==> src/hdl/npcs_pkg.sv <==
// Shared types and constants for the nearest palette color search pipeline.
package npcs_pkg;

   localparam int PALETTE_DEPTH     = 64;
   localparam int ENTRIES_PER_STAGE = 4;
   localparam int STAGE_COUNT       = PALETTE_DEPTH / ENTRIES_PER_STAGE;
   localparam int INDEX_WIDTH       = 6;
   localparam int ENTRY_SEL_WIDTH   = $clog2(ENTRIES_PER_STAGE);
   localparam int STAGE_SEL_WIDTH   = INDEX_WIDTH - ENTRY_SEL_WIDTH;
   localparam int COUNT_WIDTH       = INDEX_WIDTH + 1;
   localparam int COLOR_WIDTH       = 32;
   localparam int BYTE_WIDTH        = 8;
   localparam int BYTE_COUNT        = COLOR_WIDTH / BYTE_WIDTH;
   localparam int DIST_WIDTH        = 10;
   localparam int BEST_DIST_WIDTH   = 16;
   localparam int REQ_DATA_WIDTH    = 72;
   localparam int RSP_DATA_WIDTH    = 56;

   localparam logic [COLOR_WIDTH-1:0]     EMPTY_COLOR    = 32'h663399ff;
   localparam logic [BEST_DIST_WIDTH-1:0] EMPTY_DISTANCE = 16'hffff;

   localparam logic KIND_WRITE = 1'b0;
   localparam logic KIND_PIXEL = 1'b1;

   typedef struct packed {
      logic                       kind;
      logic [INDEX_WIDTH-1:0]     entry_index;
      logic [COLOR_WIDTH-1:0]     entry_color;
      logic [COLOR_WIDTH-1:0]     pixel;
      logic                       frame_end;
      logic [COLOR_WIDTH-1:0]     best_color;
      logic [INDEX_WIDTH-1:0]     best_index;
      logic [BEST_DIST_WIDTH-1:0] best_dist;
   } item_type;

endpackage

==> src/hdl/npcs_dist.sv <==
// Sum of absolute byte differences between two 32-bit colors.
module npcs_dist (
   input  logic [npcs_pkg::COLOR_WIDTH-1:0] color_a,
   input  logic [npcs_pkg::COLOR_WIDTH-1:0] color_b,
   output logic [npcs_pkg::DIST_WIDTH-1:0]  distance
);

   logic [npcs_pkg::BYTE_WIDTH-1:0] diff [npcs_pkg::BYTE_COUNT];

   always_comb begin
      for (int b = 0; b < npcs_pkg::BYTE_COUNT; b++) begin
         if (color_a[b*npcs_pkg::BYTE_WIDTH +: npcs_pkg::BYTE_WIDTH] >
             color_b[b*npcs_pkg::BYTE_WIDTH +: npcs_pkg::BYTE_WIDTH]) begin
            diff[b] = color_a[b*npcs_pkg::BYTE_WIDTH +: npcs_pkg::BYTE_WIDTH] -
                      color_b[b*npcs_pkg::BYTE_WIDTH +: npcs_pkg::BYTE_WIDTH];
         end else begin
            diff[b] = color_b[b*npcs_pkg::BYTE_WIDTH +: npcs_pkg::BYTE_WIDTH] -
                      color_a[b*npcs_pkg::BYTE_WIDTH +: npcs_pkg::BYTE_WIDTH];
         end
      end
   end

   // Two levels of adders; every sum stays below 1021.
   assign distance = (npcs_pkg::DIST_WIDTH'(diff[0]) + npcs_pkg::DIST_WIDTH'(diff[1])) +
                     (npcs_pkg::DIST_WIDTH'(diff[2]) + npcs_pkg::DIST_WIDTH'(diff[3]));

endmodule

==> src/hdl/npcs_stage.sv <==
// One search stage: holds a group of palette entries and refines the running best match.
module npcs_stage (
   input  logic                                clock,
   input  logic                                reset,
   input  logic [npcs_pkg::STAGE_SEL_WIDTH-1:0] group_sel,
   input  logic [npcs_pkg::COUNT_WIDTH-1:0]     count,
   input  logic                                in_valid,
   output logic                                in_ready,
   input  npcs_pkg::item_type                   in_item,
   output logic                                out_valid,
   input  logic                                out_ready,
   output npcs_pkg::item_type                   out_item
);

   logic [npcs_pkg::COLOR_WIDTH-1:0] entry_ff [npcs_pkg::ENTRIES_PER_STAGE];
   logic [npcs_pkg::DIST_WIDTH-1:0]  entry_distance [npcs_pkg::ENTRIES_PER_STAGE];
   logic [npcs_pkg::INDEX_WIDTH-1:0] slot_index [npcs_pkg::ENTRIES_PER_STAGE];
   logic                             valid_ff;
   logic                             valid_in;
   npcs_pkg::item_type               item_ff;
   npcs_pkg::item_type               item_in;
   logic                             load;
   logic                             write_hit;

   assign in_ready  = !valid_ff || out_ready;
   assign load      = in_valid && in_ready;
   assign write_hit = (in_item.kind == npcs_pkg::KIND_WRITE) &&
      (in_item.entry_index[npcs_pkg::INDEX_WIDTH-1:npcs_pkg::ENTRY_SEL_WIDTH] == group_sel);

   for (genvar e = 0; e < npcs_pkg::ENTRIES_PER_STAGE; e++) begin : g_entry
      assign slot_index[e] = {group_sel, npcs_pkg::ENTRY_SEL_WIDTH'(e)};
      npcs_dist u_dist (
         .color_a  (in_item.pixel),
         .color_b  (entry_ff[e]),
         .distance (entry_distance[e])
      );
   end

   // Entries are visited in index order with a strict compare, so ties keep the lower index.
   always_comb begin
      item_in = in_item;
      for (int e = 0; e < npcs_pkg::ENTRIES_PER_STAGE; e++) begin
         if (in_item.kind == npcs_pkg::KIND_PIXEL &&
             {1'b0, slot_index[e]} < count &&
             npcs_pkg::BEST_DIST_WIDTH'(entry_distance[e]) < item_in.best_dist) begin
            item_in.best_dist  = npcs_pkg::BEST_DIST_WIDTH'(entry_distance[e]);
            item_in.best_color = entry_ff[e];
            item_in.best_index = slot_index[e];
         end
      end
   end

   assign valid_in = load ? 1'b1 : (valid_ff && !out_ready);

   always_ff @(posedge clock) begin
      if (reset) begin
         valid_ff <= 1'b0;
      end else begin
         valid_ff <= valid_in;
      end
   end

   always_ff @(posedge clock) begin
      if (load) begin
         item_ff <= item_in;
      end
   end

   always_ff @(posedge clock) begin
      if (load && write_hit) begin
         entry_ff[in_item.entry_index[npcs_pkg::ENTRY_SEL_WIDTH-1:0]] <= in_item.entry_color;
      end
   end

   assign out_valid = valid_ff;
   assign out_item  = item_ff;

`ifndef NO_ASSERTIONS
   a_dist_never_grows: assert property (@(posedge clock) disable iff (reset)
      load |=> item_ff.best_dist <= $past(in_item.best_dist))
      else $error("best distance grew inside a search stage");

   a_write_keeps_best: assert property (@(posedge clock) disable iff (reset)
      (load && in_item.kind == npcs_pkg::KIND_WRITE) |=>
      item_ff.best_dist == $past(in_item.best_dist) &&
      item_ff.best_index == $past(in_item.best_index))
      else $error("palette write changed the running best match");

   a_found_dist_range: assert property (@(posedge clock) disable iff (reset)
      (load && in_item.kind == npcs_pkg::KIND_PIXEL &&
       in_item.best_dist == npcs_pkg::EMPTY_DISTANCE &&
       {1'b0, slot_index[0]} < count) |=>
      item_ff.best_dist <= npcs_pkg::BEST_DIST_WIDTH'(1020))
      else $error("searched entry did not produce a byte-sum distance");
`endif

endmodule

==> config.mk <==
export PLATFORM = sky130hd
export DESIGN_NAME = npcs_stage
export DESIGN_NICKNAME = d
export VERILOG_FILES = /design/src/hdl/npcs_pkg.sv /design/src/hdl/npcs_dist.sv /design/src/hdl/npcs_stage.sv
export SDC_FILE = /design/constraint.sdc
export NUM_CORES = 1
export LEC_CHECK = 0
export ABC_AREA = 1
export BUFFER_PORTS_ARGS = -buffer_cell sky130_fd_sc_hd__buf_2
export CAP_MARGIN = 20
export CELL_PAD_IN_SITES_DETAIL_PLACEMENT = 1
export CELL_PAD_IN_SITES_GLOBAL_PLACEMENT = 2
export CORE_MARGIN = 4
export CORE_UTILIZATION = 40
export DETAILED_ROUTE_END_ITERATION = 7
export PLACE_DENSITY = 0.95
export SLEW_MARGIN = 40
export SYNTH_ARGS = -nofsm -noshare
export SYNTH_HDL_FRONTEND = slang
export SYNTH_SLANG_ARGS = --single-unit
==> constraint.sdc <==
create_clock -name clock -period 22.8 [get_ports clock]
set_input_delay 2.28 -clock clock [delete_from_list [all_inputs] [get_ports clock]]
set_output_delay 2.28 -clock clock [all_outputs]
set_load 0.02 [all_outputs]
* After elaboration in Yosys (flattened, before gate mapping)
Memory sizes are Yosys's and may differ from the RTL's.
Index checks and enable logic that the tools add are counted.
** Operators by class
- $add $sub $neg :: 44
- Multiply operators :: 0
- Div/mod/pow operators :: 0
- Magnitude comparators :: 24
- Equality and inequality tests :: 1
- Shifts and indexed selects :: 0
- Muxes and demuxes :: 23
- Bitwise gates (word level) :: 1
- Reduce and logical (&&, ||, !) cells :: 16
** Operator list (number)
- $sub 8x8->8 :: 32
- $mux 54 :: 4
- $gt 8x8->1 :: 16
- $mux 8 :: 16
- $add 8x8->9 :: 8
- $lt 10x16->1 :: 4
- $add 10x10->10 :: 4
- $lt 6x7->1 :: 4
- $logic_and 1x1->1 :: 12
- $eq 4x4->1 :: 1
- $mux 1 :: 3
- $logic_not 1->1 :: 2
- $reduce_or 2->1 :: 1
- $logic_or 1x1->1 :: 1
- $not 1->1 :: 1
** Storage, ports and cells
- Bits in registers :: 127
- Latch bits :: 0
- Memory bits (writable) :: 128
- ROM bits :: 0
- Memories kept :: 1
** Memory list
- entry_ff :: depth 4, width 32, read ports 4, clocked after memory_dff 0, write ports 1, line npcs_stage.sv:15 : logic [npcs_pkg::COLOR_WIDTH-1:0] entry_ff [npcs_pkg::ENTRIES_PER_STAGE];

* Logic depth before layout (Yosys ltp)
Gate-level depths: netlist (run 1).
An unclocked memory read counts as a cell.
- Depth in word-level cells :: 17
- Mapped depth :: 76
- Gate-level depth less buffers :: 71

* Hierarchy
From an unflattened synthesis (run 1), not the netlist that was laid out.
** Second synthesis, totals
- Cells, all modules :: 3804
- Area, all modules :: 27386.3 um^2
** Modules (own cells, without submodules)
- npcs_stage :: times used 1, cells an instance 968, area each 11090.6 um^2
- npcs_dist (g_entry[2].u_dist ...) :: times used 2, cells an instance 707, area each 4092.7 um^2
- npcs_dist (g_entry[1].u_dist) :: times used 1, cells an instance 714, area each 4097.7 um^2
- npcs_dist (g_entry[0].u_dist) :: times used 1, cells an instance 708, area each 4012.6 um^2

* Least setup slack after synthesis (run 1)
OpenSTA, ideal clock, no wires.
- Path type :: input -> register
- From :: in in_item[71] (netlist bit)
- To :: reg item_ff, in the netlist out_item[45], data pin
- Setup time :: 0.253 ns
- Arrival time :: 11.524 ns
- Required time :: 22.547 ns
- Setup slack :: 11.024 ns
- Stages on the path :: 70
- Buffers on the path :: 6
- Cell sequence :: inv_1 > ha_1 > inv_1 > fa_1 > inv_1 > o21ai_0 > nand2_1 > o311ai_0 > nand2_1 > mux2i_1 > xor2_1 > inv_1 > ha_1 > nand2_1 > o21ai_0 > xor2_1 > inv_1 > ha_1 > [... 34 more ...] > nor2_1 > a211oi_1 > nand2_1 > nand2_2 > nand2_4 > clkbuf_1 > inv_1 > nand2_1 > o21ai_0 > inv_1 > ha_1 > a21o_1 > a211oi_1 > nand2_2 > buf_6 > buf_6 > nand2_1 > nand2_1
** RTL lines
- start, declared :: line npcs_stage.sv:9 : input npcs_pkg::item_type in_item,
- end signal, assigned :: line npcs_stage.sv:65 : item_ff <= item_in;
- end, declared :: line npcs_stage.sv:20 : npcs_pkg::item_type item_ff;

==> results of run 1 <==
[power breakdown]
group / leakage (nW) / internal, mW / switching [mW]
registers: 2.39 / 0.579 / 0.0111
logic: 10.8 / 0.560 / 1.06
clock network: 0.487 / 0.299 / 0.201
total: 13.6 / 1.44 / 1.27
[cells in the mapped netlist (2+ instances only)]
library cell  count  area [um2]
inv_2             4       15.01
ha_1            379        4742
o22ai_1          12       75.07
o221ai_1         12       105.1
nor3_1           11       55.05
a211oi_1         21       157.7
nand2_4           2       22.52
clkbuf_1         46       172.7
mux2i_1          36       360.4
o211ai_1         71       533.0
buf_6             3       33.78
a221o_1           4       40.04
nand4_1          15       93.84
inv_1           531        1993
o311ai_0          3       26.28
edfxtp_1        254        7627
or2_2             3       18.77
o221a_2           3       33.78
a31oi_1           9       56.30
a21oi_1         230        1151
xor2_1          120        1051
o21bai_1         26       195.2
xnor2_1          51       446.7
a21boi_0          5       37.54
nand3_1         120       600.6
buf_2             6       30.03
fa_1             44       880.8
o21ai_0         184       920.9
nand2_1         499        1873
o21ai_1           2       10.01
a221oi_1          6       52.55
nor2_1           68       255.2
or4_1             2       15.01
a21o_1           18       135.1
nand2_2           3       18.77
[worst max-delay path, delay by kind of cell]
family	cells	cell delay (ps)
AND/OR/NAND/NOR	28	3900
AO/OA/AOI/OAI	15	2990
adder cells (fa/ha/maj)	8	2510
buffers and inverters	13	2370
XOR/XNOR	2	370
multiplexers	1	320
[through the flow]
stage	area, um2	cells
3_3_place_gp	26100	3806
5_1_grt	27120	3858
4_1_cts	27120	3858
3_5_place_dp	26120	3806
2_1_floorplan	23910	2812
6_report	27120	3858
[state kept, by name, indices dropped and copies added, names as in the netlist]
register	flops
out_valid	1
entry_ff	128
out_item	126
[logic make-up after synthesis]
group           Yosys count
compound gates          609
xor+xnor                171
fa+ha+maj               423
buf+inv                 591
flops                   255
mux                      36
simple gates            727
[worst paths after layout]
check	start	endpoint	slack, ps	depth (start not counted)
hold reg to reg	out_valid$_SDFF_PP0_	out_valid$_SDFF_PP0_	520	2
setup reg to reg	entry_ff[0][20]$_DFFE_PP_	out_item[40]$_DFFE_PP_	10000	61
hold / removal	out_valid$_SDFF_PP0_	out_valid$_SDFF_PP0_	520	2
setup / recovery	in_item[71]	out_item[40]$_DFFE_PP_	8370	67
[per-layer routing]
metal  track usage  vias up
met5             0        -
met4       0.08843        2
met3       0.04157      155
met2        0.4304      633
met1        0.3466    10400
li1              -     9928
[layout make-up]
class | count | area [um2]
Sequential cell | 255 | 7647
Timing Repair Buffer | 277 | 1413
Clock buffer | 31 | 733.2
Clock inverter | 21 | 266.5
Multi-Input combinational cell | 1966 | 14080
Fill cell | 7120 | 32010
Inverter | 535 | 2013
Tap cell | 773 | 967.2
==> results.toml, run 1 <==
[timing]
max_clock_freq_mhz = 69.30
period_share = 0.6329
finalHoldViolations = 0
tns_ps = 0
period_minus_slack_ps = 14430
layout_setup_ws_ps = 8369
slew_headroom = 0.4526
worst_slew_pin_slew_ps = 821.1
rsz0062_at_grt = "no"
setup_viol = 0
timing.hold.ws_ps = 524.9
fin_worst_skew_ps = 12.94
slew_viol_final = 0

[synth]
synthMuxAreaShare = 0.01507
postSynthCellCount = 2812
yosysSeqAreaShare = 0.3198
syn_nets = 3376
async_flop_share = 0
synth_cell_types = 44
synth-edff-count = 254
synth-simple-area-share = 0.1247
syn_avg_cell_area_um2 = 8.504
synth_seq_cells = 255
synth_warnings = 0
synth_top_family_by_area = "adder cells"
synth_compound_area_frac = 0.1486
syn_area_mm2 = 0.02391
synthXorXnorAreaFrac = 0.06263
synth_fa_ha_area_frac = 0.2351
synth_top_flop_cell = "edfxtp_1"

[die]
row_count = 89
die_x_um = 252.5
ios = 269
die_h_um = 252.5
start_util = 0.4044
core_area_mm2 = 0.05913
dieArea_mm2 = 0.06376

[global_route]
antenna_found_initial = 1
grt_max_degree = 92
grt_pass1_vias = 22510
grt_pass1_wl_um = 129000
overflow = 0
track_usage = 0.2594

[power_and_ir_drop]
p_total_mw = 2.710
power.density_mw_per_mm2 = 99.91
cellLeakagePower_nw = 13.65
ir_drop_mv = 0.07001

[cells_and_area]
nNetsFinal = 3627
n_antenna_cell = 0
post-route-util = 0.4587
syn_to_final_growth_pct = 13.43
final_common_cell = "inv_1"
layout_common_cells = "inv_1 (530), nand2_1 (499), ha_1 (379)"
drive_gt1_frac = 0.1125

[placement]
routabilityCongestion = 0.9623
portBuffers = 268
pre_cts_slack_ps = 7949
hpwl_um = 67580

[clocking]
htreeDepth = 1
clock_latency_ps = 580
tritoncts = "yes"
numCtsBuffers = 28
post_cts_buffers = 0
clk_root_buffer_cell = "clkbuf_16"
hold_buffers = 0
clock-sinks = 255
ctsResizeCount = 0
cts_buffer_depth = 3
path_clk_slew_ps = 60

[flow_run]
drv_cap = 0

[route]
routed.top_layer = "met5"
wl_met2_um = 39000
drt.antenna.violating_nets = 0
wl_per_cell_um = 21.99
wl_met1_um = 37490
first_iter_violations = 1365
wl_um = 84840
drc_errors = 0
wl_met3_um = 5303
vias_per_cell = 5.473
vias = 21110
drt_pass1_iterations = 5

[setup_path]
critical_path_required_ps = 23240
setup.worst_path.class = "input pin to flop"
start_kind = "input pin"
path_max_fanout = 91
cpMaxStageDelayCell = "buf_4"
slowest_delay_ps = 620
crit_arrival_ps = 14870
cp_common_cell = "nand2_1"
worst_setup_path_end_kind = "flop"

[status]
status = "complete, no violations"

[hold_path]
worstHoldPathType = "flop to flop"
Note: power is estimated with default switching activity, not from simulation.
==> inputs of run 2 (changes only) <==
Settings changed: ABC_AREA 1 to 0, CORE_UTILIZATION 40 to 39, PLACE_DENSITY 0.95 to 0.9.
Clock period 22.8 ns to 13.75 ns, I/O delays scaled along.
==> results.toml, run 2 <==
[synth]
syn_avg_cell_area_um2 = 9.876
netlist_top_cells_count = "ha_1 (379), inv_1 (336), edfxtp_1 (254)"
synth_seq_cells = 255
synth_top_area_frac = 0.3160
postSynthCellCount = 2444
synth-edff-count = 254
synth_top_flop_cell = "edfxtp_1"
synth_most_common_cell = "ha_1"
synth_cell_types = 82
yosysSeqAreaShare = 0.3168
syn_area_mm2 = 0.02414
yosys.area.top_type = "edfxtp_1"
syn_nets = 3008
synth_warnings = 0
async_flop_share = 0
synth_area_leaders = "edfxtp_1 (32%), ha_1 (20%), inv_1 (5.2%)"

[setup_path]
cpMaxStageDelayCell = "o311ai_2"
critical_path_required_ps = 14040
worst_setup_path_end_kind = "flop"
start_kind = "input pin"
r2r_cells = 63
cp_common_cell = "ha_1"
crit_arrival_ps = 13640
setup.worst_path.class = "input pin to flop"
path_max_fanout = 9
slowest_delay_ps = 460

[global_route]
grt_pass1_wl_um = 131100
antenna_found_initial = 2
grt_pass1_vias = 21890
grt_max_degree = 67
overflow = 0
track_usage = 0.2551

[clocking]
clock_latency_ps = 560
cts_buffer_depth = 3
clock-sinks = 255
numCtsBuffers = 34
clk_root_buffer_cell = "clkbuf_16"
tritoncts = "yes"
path_clk_slew_ps = 50
hold_buffers = 0
htreeDepth = 2

[timing]
fin_worst_skew_ps = 26.09
slew_headroom = 0.4565
period_minus_slack_ps = 13360
period_share = 0.9713
worst_slew_pin_slew_ps = 815.2
finalHoldViolations = 0
setup_viol = 0
max_clock_freq_mhz = 74.87
slew_viol_final = 0
layout_setup_ws_ps = 394.0

[route]
drc_errors = 0
drt.antenna.violating_nets = 0
first_iter_violations = 1176
drt_pass1_iterations = 5
wl_per_cell_um = 24.23
wl_um = 88740
vias_per_cell = 5.610
vias = 20550

[die]
die_x_um = 256.8
dieArea_mm2 = 0.06593
row_count = 90
die_h_um = 256.8
ios = 269
start_util = 0.3969
core_area_mm2 = 0.06081

[cells_and_area]
n_antenna_cell = 0
syn_to_final_growth_pct = 19.98
final_common_cell = "ha_1"
drive_gt1_frac = 0.2104
layout_common_cells = "ha_1 (377), inv_1 (335), buf_2 (268)"
largest_reg_flops = 128
nNetsFinal = 3419

[placement]
portBuffers = 268
routabilityCongestion = 0.9368
hpwl_um = 69520
pre_cts_slack_ps = -596.7

[power_and_ir_drop]
p_total_mw = 6.198
power.density_mw_per_mm2 = 214.0
ir_drop_mv = 0.2240
cellLeakagePower_nw = 13.50

[hold_path]
worstHoldPathType = "flop to flop"
whs_path_depth = 2

[status]
status = "complete, no violations"

[flow_run]
drv_cap = 0
[run 2: final timing paths]
check                            startpoint                endpoint  slack [ps]
setup / recovery                in_item[71]  out_item[20]$_DFFE_PP_         390
hold / removal         out_valid$_SDFF_PP0_    out_valid$_SDFF_PP0_         530
setup reg to reg  entry_ff[0][16]$_DFFE_PP_  out_item[20]$_DFFE_PP_        1010
hold reg to reg        out_valid$_SDFF_PP0_    out_valid$_SDFF_PP0_         530
[run 2: what timing repair did]
action	4_1_cts	5_1_grt
setup endpoints to repair	11	54
gates cloned	0	3
buffers inserted	0	10
pin swaps	0	21
resized for setup	1	54
[run 2: layer usage]
metal	up-vias	routed length, um	track usage
met2	516	42890	0.4458
met3	126	4074	0.03049
met1	10340	39260	0.3373
met4	0	2512	0.06425
met5	-	0	0
li1	9561	-	-
[run 2: critical path: cells and delay by family]
kind | cells | cell delay, ps
AND/OR/NAND/NOR | 11 | 2110
multiplexers | 4 | 1100
XOR/XNOR | 2 | 350
buffers and inverters | 13 | 1620
AO/OA/AOI/OAI | 27 | 4910
adder cells (fa/ha/maj) | 8 | 2180
[run 2: cell type report]
cell class | count | area, um2
fill | 6903 | 31850
multi-input combinational | 1796 | 15250
sequential | 255 | 7647
timing repair buffer | 432 | 2673
inverter | 336 | 1266
tap | 782 | 978.4
clock buffer | 36 | 879.6
clock inverter | 25 | 270.3
[run 2: logic make-up (layout without fill, tap and decap cells)]
kind of cell,count (synthesis),in the layout,synth area share
simple gates,394,395,0.07978
compound gates,665,665,0.1837
xor+xnor,176,176,0.06443
flops,255,255,0.3168
fa+ha+maj,423,423,0.2330
mux,137,137,0.05982
buf+inv,394,829,0.06252
[run 2: report_power, final]
part | switching, mW | internal, mW | total [mW]
registers | 0.0480 | 1.04 | 1.09
clock network | 0.381 | 0.547 | 0.928
logic | 2.42 | 1.76 | 4.18
total | 2.85 | 3.35 | 6.20
[run 2: metrics by stage]
| step | setup TNS, ps | cell area, um2 | hold slack, ps | std cells | util |
|---|---|---|---|---|---|
| after CTS | 0 | 28590 | 529.3 | 3649 | 0.4701 |
| after global placement | 0 | 27420 | 509.3 | 3588 | 0.4510 |
| after floorplan | 0 | 24140 | 599.1 | 2444 | - |
| final | 0 | 28960 | 528.7 | 3662 | 0.4763 |
| after detailed placement | -27080 | 27430 | 521.3 | 3588 | 0.4511 |
| after global routing | -5034 | 28960 | 582.8 | 3662 | 0.4763 |
